`src/sv/sdprl_pkg.sv`:
```
// Package with types and constants of the switch debounce relay block.
`default_nettype none

package sdprl_pkg;

  localparam int CHANNELS = 2;

  localparam int DEB_W   = 8;
  localparam int CNT_W   = 16;
  localparam int CFG_W   = 16;
  localparam int CFG_IDX_W = 2;

  // Register indexes of the configuration port.
  localparam logic [CFG_IDX_W-1:0] REG_DEBOUNCE_TICKS   = 2'd0;
  localparam logic [CFG_IDX_W-1:0] REG_PULSE_TICKS      = 2'd1;
  localparam logic [CFG_IDX_W-1:0] REG_LONG_PRESS_TICKS = 2'd2;
  localparam logic [CFG_IDX_W-1:0] REG_PRESS_TIME_CAP   = 2'd3;

  // Reset values of the registers and of the press timer.
  localparam logic [DEB_W-1:0] DEBOUNCE_TICKS_RST   = 8'd50;
  localparam logic [CNT_W-1:0] PULSE_TICKS_RST      = 16'd100;
  localparam logic [CNT_W-1:0] LONG_PRESS_TICKS_RST = 16'd500;
  localparam logic [CNT_W-1:0] PRESS_TIME_CAP_RST   = 16'd10000;
  localparam logic [CNT_W-1:0] PRESS_DURATION_RST   = 16'hff;

  // Meaning of the func field.
  localparam logic FUNC_TICK  = 1'b0;
  localparam logic FUNC_EVENT = 1'b1;

  typedef struct packed {
    logic       func;
    logic [1:0] switch_levels;
    logic [1:0] set_levels;
    logic [1:0] reset_levels;
    logic [5:0] changed_pins;
  } in_item_t;

  typedef struct packed {
    logic [1:0] notify_levels;
    logic [1:0] relay_states;
  } out_item_t;

  typedef struct packed {
    logic [DEB_W-1:0] debounce_ticks;
    logic [CNT_W-1:0] pulse_ticks;
    logic [CNT_W-1:0] long_press_ticks;
    logic [CNT_W-1:0] press_time_cap;
  } cfg_t;

  // What one channel sees of the current transaction.
  typedef struct packed {
    logic is_event;
    logic sw_high;
    logic set_high;
    logic rst_high;
    logic sw_edge;
    logic rst_edge;
    logic set_edge;
  } chan_cmd_t;

  // Pin states of one channel after the transaction.
  typedef struct packed {
    logic notify;
    logic relay;
  } chan_out_t;

endpackage

`default_nettype wire

```
`src/sv/sdprl_cfg.sv`:
```
// Configuration register file of the switch debounce relay block.
`default_nettype none

module sdprl_cfg (
  input  logic                           clk_i,
  input  logic                           rst_ni,
  input  logic                           cfg_we_i,
  input  logic [sdprl_pkg::CFG_IDX_W-1:0] cfg_index_i,
  input  logic [sdprl_pkg::CFG_W-1:0]     cfg_wdata_i,
  output sdprl_pkg::cfg_t                cfg_o
);
  import sdprl_pkg::*;

  cfg_t cfg_q, cfg_d;

  always_comb begin
    cfg_d = cfg_q;
    if (cfg_we_i) begin
      case (cfg_index_i)
        REG_DEBOUNCE_TICKS:   cfg_d.debounce_ticks   = cfg_wdata_i[DEB_W-1:0];
        REG_PULSE_TICKS:      cfg_d.pulse_ticks      = cfg_wdata_i[CNT_W-1:0];
        REG_LONG_PRESS_TICKS: cfg_d.long_press_ticks = cfg_wdata_i[CNT_W-1:0];
        REG_PRESS_TIME_CAP:   cfg_d.press_time_cap   = cfg_wdata_i[CNT_W-1:0];
        default:              cfg_d = cfg_q;
      endcase
    end
  end

  always_ff @(posedge clk_i or negedge rst_ni) begin
    if (!rst_ni) begin
      cfg_q.debounce_ticks   <= DEBOUNCE_TICKS_RST;
      cfg_q.pulse_ticks      <= PULSE_TICKS_RST;
      cfg_q.long_press_ticks <= LONG_PRESS_TICKS_RST;
      cfg_q.press_time_cap   <= PRESS_TIME_CAP_RST;
    end else begin
      cfg_q <= cfg_d;
    end
  end

  assign cfg_o = cfg_q;

endmodule

`default_nettype wire

```
`src/sv/sdprl_chan.sv`:
```
// State and update logic of one switch, notify and relay channel.
`default_nettype none

module sdprl_chan (
  input  logic                 clk_i,
  input  logic                 rst_ni,
  input  logic                 en_i,
  input  sdprl_pkg::chan_cmd_t cmd_i,
  input  sdprl_pkg::cfg_t      cfg_i,
  output sdprl_pkg::chan_out_t out_o
);
  import sdprl_pkg::*;

  logic [DEB_W-1:0] deb_q, deb_d;
  logic [CNT_W-1:0] pulse_q, pulse_d;
  logic [CNT_W-1:0] press_q, press_d;
  logic             relay_q, relay_d;
  logic             notify_q, notify_d;

  logic             expire;
  logic             start;
  logic [CNT_W-1:0] pulse_mid;
  logic [CNT_W-1:0] press_mid;
  logic             notify_mid;

  always_comb begin
    deb_d    = deb_q;
    pulse_d  = pulse_q;
    press_d  = press_q;
    relay_d  = relay_q;
    notify_d = notify_q;

    // The debounce window closes on the tick that takes the counter from one to zero.
    expire = (deb_q == DEB_W'(1));
    start  = expire && (cmd_i.sw_high
                        ? ((press_q > cfg_i.long_press_ticks) && relay_q)
                        : 1'b1);
    pulse_mid  = start ? cfg_i.pulse_ticks : pulse_q;
    notify_mid = start ? 1'b0 : notify_q;
    press_mid  = (expire && !cmd_i.sw_high) ? '0 : press_q;

    if (cmd_i.is_event) begin
      if (cmd_i.sw_edge) begin
        deb_d = cfg_i.debounce_ticks;
      end
      if (cmd_i.rst_edge && cmd_i.rst_high) begin
        relay_d = 1'b0;
      end
      if (cmd_i.set_edge && cmd_i.set_high && !cmd_i.rst_high) begin
        relay_d = 1'b1;
      end
    end else begin
      if (deb_q != '0) begin
        deb_d = deb_q - DEB_W'(1);
      end
      pulse_d  = pulse_mid;
      notify_d = notify_mid;
      // A pulse started on this tick already loses one count.
      if (pulse_mid != '0) begin
        pulse_d = pulse_mid - CNT_W'(1);
        if (pulse_mid == CNT_W'(1)) begin
          notify_d = 1'b1;
        end
      end
      press_d = press_mid;
      if (!cmd_i.sw_high && (press_mid < cfg_i.press_time_cap)) begin
        press_d = press_mid + CNT_W'(1);
      end
      if (cmd_i.set_high && cmd_i.rst_high) begin
        relay_d = 1'b0;
      end
    end
  end

  always_ff @(posedge clk_i or negedge rst_ni) begin
    if (!rst_ni) begin
      deb_q    <= '0;
      pulse_q  <= '0;
      press_q  <= PRESS_DURATION_RST;
      relay_q  <= 1'b0;
      notify_q <= 1'b1;
    end else if (en_i) begin
      deb_q    <= deb_d;
      pulse_q  <= pulse_d;
      press_q  <= press_d;
      relay_q  <= relay_d;
      notify_q <= notify_d;
    end
  end

  assign out_o.notify = notify_d;
  assign out_o.relay  = relay_d;

endmodule

`default_nettype wire

```
`src/sv/switch_debounce_pulse_relay_latch.sv`:
```
// Top level of the two-channel switch debounce, notify pulse and relay latch block.
//
//   channel  | handshake                   | payload
//   ---------+-----------------------------+--------------------------
//   input    | in_valid_i / in_stall_o     | in_data_i  (in_item_t)
//   output   | out_valid_o / out_stall_i   | out_data_o (out_item_t)
//   config   | cfg_we_i (no wait)          | cfg_index_i, cfg_wdata_i
//
// The block takes one transaction per cycle while the output is not stalled; a result
// passes through the input register and then the result register, with the
// per-channel counter update between those two registers.
// Reset sets flags, config and channel state to their documented values; no sweep follows.
// A stall on the output holds the result register and, once the input register is
// also full, raises in_stall_o in the same cycle.
`default_nettype none

module switch_debounce_pulse_relay_latch (
  input  logic                            clk_i,
  input  logic                            rst_ni,
  input  logic                            in_valid_i,
  output logic                            in_stall_o,
  input  sdprl_pkg::in_item_t             in_data_i,
  output logic                            out_valid_o,
  input  logic                            out_stall_i,
  output sdprl_pkg::out_item_t            out_data_o,
  input  logic                            cfg_we_i,
  input  logic [sdprl_pkg::CFG_IDX_W-1:0] cfg_index_i,
  input  logic [sdprl_pkg::CFG_W-1:0]     cfg_wdata_i
);
  import sdprl_pkg::*;

  cfg_t      cfg;
  in_item_t  in_q;
  logic      in_valid_q, in_valid_d;
  out_item_t out_q, out_d;
  logic      out_valid_q, out_valid_d;
  logic      advance;
  logic      in_take;
  chan_out_t chan_out [CHANNELS];

  sdprl_cfg u_cfg (
    .clk_i       (clk_i),
    .rst_ni      (rst_ni),
    .cfg_we_i    (cfg_we_i),
    .cfg_index_i (cfg_index_i),
    .cfg_wdata_i (cfg_wdata_i),
    .cfg_o       (cfg)
  );

  // The held transaction moves on whenever the result register is empty or drains.
  assign advance    = in_valid_q && (!out_valid_q || !out_stall_i);
  assign in_stall_o = in_valid_q && !advance;
  assign in_take    = in_valid_i && !in_stall_o;

  always_comb begin
    in_valid_d = in_take ? 1'b1 : (advance ? 1'b0 : in_valid_q);
  end

  always_ff @(posedge clk_i or negedge rst_ni) begin
    if (!rst_ni) begin
      in_valid_q <= 1'b0;
    end else begin
      in_valid_q <= in_valid_d;
    end
  end

  always_ff @(posedge clk_i) begin
    if (in_take) begin
      in_q <= in_data_i;
    end
  end

  // Each channel updates its counters and pins when the held transaction advances.
  for (genvar ch = 0; ch < CHANNELS; ch++) begin : g_chan
    chan_cmd_t cmd;

    assign cmd.is_event = (in_q.func == FUNC_EVENT);
    assign cmd.sw_high  = in_q.switch_levels[ch];
    assign cmd.set_high = in_q.set_levels[ch];
    assign cmd.rst_high = in_q.reset_levels[ch];
    assign cmd.sw_edge  = in_q.changed_pins[ch];
    assign cmd.rst_edge = in_q.changed_pins[CHANNELS + 2 * ch];
    assign cmd.set_edge = in_q.changed_pins[CHANNELS + 2 * ch + 1];

    sdprl_chan u_chan (
      .clk_i  (clk_i),
      .rst_ni (rst_ni),
      .en_i   (advance),
      .cmd_i  (cmd),
      .cfg_i  (cfg),
      .out_o  (chan_out[ch])
    );
  end

  always_comb begin
    out_d = out_q;
    for (int ch = 0; ch < CHANNELS; ch++) begin
      out_d.notify_levels[ch] = chan_out[ch].notify;
      out_d.relay_states[ch]  = chan_out[ch].relay;
    end
    out_valid_d = advance || (out_valid_q && out_stall_i);
  end

  always_ff @(posedge clk_i or negedge rst_ni) begin
    if (!rst_ni) begin
      out_valid_q <= 1'b0;
    end else begin
      out_valid_q <= out_valid_d;
    end
  end

  always_ff @(posedge clk_i) begin
    if (advance) begin
      out_q <= out_d;
    end
  end

  assign out_valid_o = out_valid_q;
  assign out_data_o  = out_q;

endmodule

`default_nettype wire

```
`config.mk`:
```
export PLATFORM = sky130hd
export DESIGN_NAME = switch_debounce_pulse_relay_latch
export DESIGN_NICKNAME = d
export VERILOG_FILES = /design/src/sv/sdprl_pkg.sv /design/src/sv/sdprl_cfg.sv /design/src/sv/sdprl_chan.sv /design/src/sv/switch_debounce_pulse_relay_latch.sv
export SDC_FILE = /design/constraint.sdc
export NUM_CORES = 1
export LEC_CHECK = 0
export BUFFER_PORTS_ARGS = -buffer_cell sky130_fd_sc_hd__buf_2
export CELL_PAD_IN_SITES_DETAIL_PLACEMENT = 1
export CELL_PAD_IN_SITES_GLOBAL_PLACEMENT = 2
export CORE_AREA = 2 2 173 175
export CTS_CLUSTER_DIAMETER = 40
export DETAILED_ROUTE_END_ITERATION = 16
export DIE_AREA = 0 0 175 177
export GPL_ROUTABILITY_DRIVEN = 0
export GPL_TIMING_DRIVEN = 0
export MAX_ROUTING_LAYER = met4
export PLACE_DENSITY = 0.78
export SYNTH_ARGS = -nofsm -noshare
export SYNTH_HDL_FRONTEND = slang
export SYNTH_SLANG_ARGS = --single-unit
```
`constraint.sdc`:
```
create_clock -name clk_i -period 4.15 [get_ports clk_i]
set_input_delay 0.83 -clock clk_i [delete_from_list [all_inputs] [get_ports clk_i]]
set_output_delay 0.83 -clock clk_i [all_outputs]
set_load 0.1 [all_outputs]
```
==> impl_metrics.tcl <==
set metrics [dict create \
    status "complete, but fails checks" \
    dr.pass1.iters 4 \
    seq_power_share_pct 39.5 \
    setup_ws_ns -0.1589 \
    synth_nets 1217 \
    fin_cells 1629 \
    nNetsFinal 1336 \
    cts_buffer_depth 2 \
    seq_area_um2 4111 \
    ctsHoldBuffers 0 \
    crit_required_ns 4.48 \
    max_cap_viol_count 0 \
    crit_path_max_fanout 5 \
    p_switching_uw 2268 \
    avgViaCountPerCell 5.561 \
    avgRoutedWirePerCell_um 21.07 \
    finalSetupTns_ns -0.6226 \
    wl_mm 34.32 \
    switching_share_pct 37.71 \
    cp_slowest_cell "o21ai_0" \
    crit_end "g_chan[1].u_chan.pulse_q[12]$_DFFE_PN0P_" \
    yosysTopAreaCellShare_pct 25.74 \
    slew_violations 0 \
    grt_pass1_vias 9383 \
    placeableCoreArea_um2 29240 \
    area_growth_pct 21.44 \
    synth.most_common_cell "nand2_1" \
    syn_area_per_cell_um2 9.398 \
    yosys.area.top_type "dfrtp_1" \
    min-delay-path-class "input pin to async pin" \
    drive_gt1_share_pct 25.75 \
    multi_input_comb_area_um2 6322 \
    grt_usage_pct 23.09 \
    drt_iter0_drc 467 \
    worst-path-stages 19 \
    syn_inst 1107 \
    placed_cells_incl_taps 1539 \
    arrival_ns 4.64 \
    cts_root_buf "clkbuf_16" \
    rows 63 \
    clock.fmax_ghz 0.2321 \
    synth_edf_count 17 \
    end_kind "flop" \
    route.detailed.drc 0 \
    max-vdd-ir-drop_uv 332.6 \
    final_util_pct 43.20 \
    period_needed_ns 4.309 \
    path_class "flop to flop" \
    dpl_worst_slack_ns -1.115 \
    dieArea_um2 30980 \
    power_per_cell_area_nw_per_um2 476.1 \
    fin_area_um2 12630 \
    hpwl_mm 24.34 \
    worst_setup_path_start_kind "flop" \
    pwr-share-comb_pct 33.4 \
    clkPwrFrac_pct 27.1 \
    die_h_um 177 \
    cp_cell_sequence "ha_1, nand2_1, o21ai_0, nand2b_1, and3_4, o31a_1, buf_6, mux2i_4, ha_4, buf_4, inv_4, nor3_4, nor3_2, nand2_1, or3_4, mux2i_4, a211oi_2, a41oi_1, o21ai_1" \
    path_buf_inv 3 \
    slew_headroom_pct 9.579 \
    initial_core_util_pct 35.58 \
    violations "negative setup slack" \
    synthArstFlopShare_pct 89.31 \
    numPortBuffers 41 \
    synth_area_leaders "dfrtp_1, ha_1, dfstp_2" \
    hold_viol_final 0 \
    antenna_found_initial 0 \
    critPathTopFamily "compound AO/OA/AOI/OAI gates" \
    reg2reg_to "g_chan[1].u_chan.pulse_q[12]$_DFFE_PN0P_" \
    grt_max_degree 79 \
    reg2reg_setup_slack_ns -0.16 \
    dr_total_vias 9059 \
    h-tree-depth 4 \
    critical_path.startpoint "g_chan[1].u_chan.press_q[11]$_DFFE_PN0P_" \
    ioPinCount 42 \
    tightest_slew_ns 1.351 \
    ys_seq_area_share_pct 39.48 \
    cts_tree "yes" \
    yosysWarningCount 0 \
    ys.flop_type "dfrtp_1" \
    place_area_um2 11140 \
    num-fill-cells 3330 \
    cts_num_sinks 159 \
    die_w_um 175 \
    clkTransAtPathRegs_ns 0.07 \
    reg2regPathDepth 19 \
    antenna_left 0 \
    timing.final.crit_share_pct 103.8 \
    antenna_cells 0 \
    cts_made_buffers 17 \
    netlist_area_um2 10400 \
    p_leak_uw 0.005381 \
    insertion_delay_ns 0.46 \
    synth_commonest_cells "nand2_1, dfrtp_1, nor2_1, ha_1, a21oi_1" \
    ys_types 77 \
    cellInternalPower_uw 3746 \
    rsz0062_at_grt "true" \
    max_stage_delay_ns 0.47 \
    overflow 0 \
    grt_pass1_wl_mm 53.58 \
    worstReg2RegStart "g_chan[1].u_chan.press_q[11]$_DFFE_PN0P_" \
    synth-seq-cells 159 \
    finClkSkew_ns 0.01475 \
    setup_violations 6 \
]
==> layer usage <==
layer | up-vias | share of wire (%) | global-route usage, %
met3 | 44 | 2.6 | 3.329
met2 | 123 | 50 | 37.98
met4 | 0 | 1.8 | 6.840
met1 | 4630 | 46 | 29.67
met5 | - | 0 | -
li1 | 4262 | - | -
==> kinds of logic after synthesis <==
logic type               count (synthesis)  share of synthesized area, %
AND/OR/NAND/NOR                        411                         20.18
AO/OA/AOI/OAI                          237                         14.90
flip-flops                             159                         39.48
buffers and inverters                  101                         3.993
multiplexers                            94                         9.934
adder cells (fa/ha/maj)                 74                         8.900
XOR/XNOR                                31                         2.610
==> stage by stage <==
stage / power (uW) / hold WS [ns]
after floorplan: 3482 / 0.4368
after global placement: 3983 / 0.4453
after detailed placement: 4051 / 0.4541
after CTS: 5863 / 0.3531
after global routing: 6401 / 0.3539
final: 6015 / 0.3359
==> worst min-delay path by stage <==
stage                                          start                                  endpoint  slack (ns)  depth (start not counted)
6_report                                      rst_ni  g_chan[0].u_chan.pulse_q[15]$_DFFE_PN0P_        0.34                          1
5_1_grt                                       rst_ni  g_chan[0].u_chan.pulse_q[13]$_DFFE_PN0P_        0.35                          1
4_1_cts                                       rst_ni  g_chan[0].u_chan.pulse_q[13]$_DFFE_PN0P_        0.35                          1
3_5_place_dp   g_chan[1].u_chan.notify_q$_DFFE_PN1P_     g_chan[1].u_chan.notify_q$_DFFE_PN1P_        0.45                          2
3_3_place_gp   g_chan[1].u_chan.notify_q$_DFFE_PN1P_     g_chan[1].u_chan.notify_q$_DFFE_PN1P_        0.45                          2
2_1_floorplan  g_chan[1].u_chan.notify_q$_DFFE_PN1P_     g_chan[1].u_chan.notify_q$_DFFE_PN1P_        0.44                          2
==> power groups by stage <==
stage                     Clock, uW  Sequential, uW  Combinational (uW)
after floorplan                   0            2270                1210
after global placement            0            2350                1630
after detailed placement          0            2360                1690
after CTS                      1670            2360                1840
after global routing           1730            2430                2240
final                          1630            2380                2010
==> worst register-to-register path: stages, from the launching register on <==
cell and delay [ns]:
dfrtp_1 0.46, ha_1 0.35, nand2_1 0.06, o21ai_0 0.47, nand2b_1 0.18, and3_4 0.19, o31a_1 0.30, buf_6 0.16
mux2i_4 0.20, ha_4 0.20, buf_4 0.14, inv_4 0.07, nor3_4 0.04, nor3_2 0.20, nand2_1 0.10, or3_4 0.36
mux2i_4 0.27, a211oi_2 0.13, a41oi_1 0.19, o21ai_1 0.09
==> final cells by class <==
| cell class | count | share of cell area, % |
|---|---|---|
| buffer | 42 | 1.604 |
| clock buffer | 18 | 3.397 |
| clock inverter | 14 | 1.248 |
| inverter | 57 | 1.733 |
| multi-input combinational | 847 | 50.04 |
| sequential | 159 | 32.54 |
| tap | 390 | 3.862 |
| timing repair buffer | 102 | 5.575 |
==> sequential cells by signal, summed over array words and instances (netlist names) <==
register / flops
u_cfg.cfg_o: 56
g_chan.u_chan.press_q: 32
g_chan.u_chan.pulse_q: 32
g_chan.u_chan.deb_q: 16
g_chan.cmd: 13
out_data_o: 4
g_chan.u_chan.notify_q: 2
g_chan.u_chan.relay_q: 2
in_valid_q: 1
out_valid_o: 1
==> placed cells by master, fill, tap and decap left out, types with 31 or more instances in the layout <==
cell,count
dfrtp_1,104
clkbuf_1,31
buf_2,45
inv_1,49
buf_4,57
o21ai_0,63
nand2_1,119
mux2_2,62
a21oi_1,64
nor2_1,79
dfstp_2,35
ha_1,61
==> timing repair <==
| item | CTS | global route |
|---|---|---|
| buffers inserted | 34 | 26 |
| resized for setup | 42 | 47 |
| pin swaps | 20 | 29 |
| setup endpoints to repair | 55 | 38 |
(Power assumes the default switching activity.)
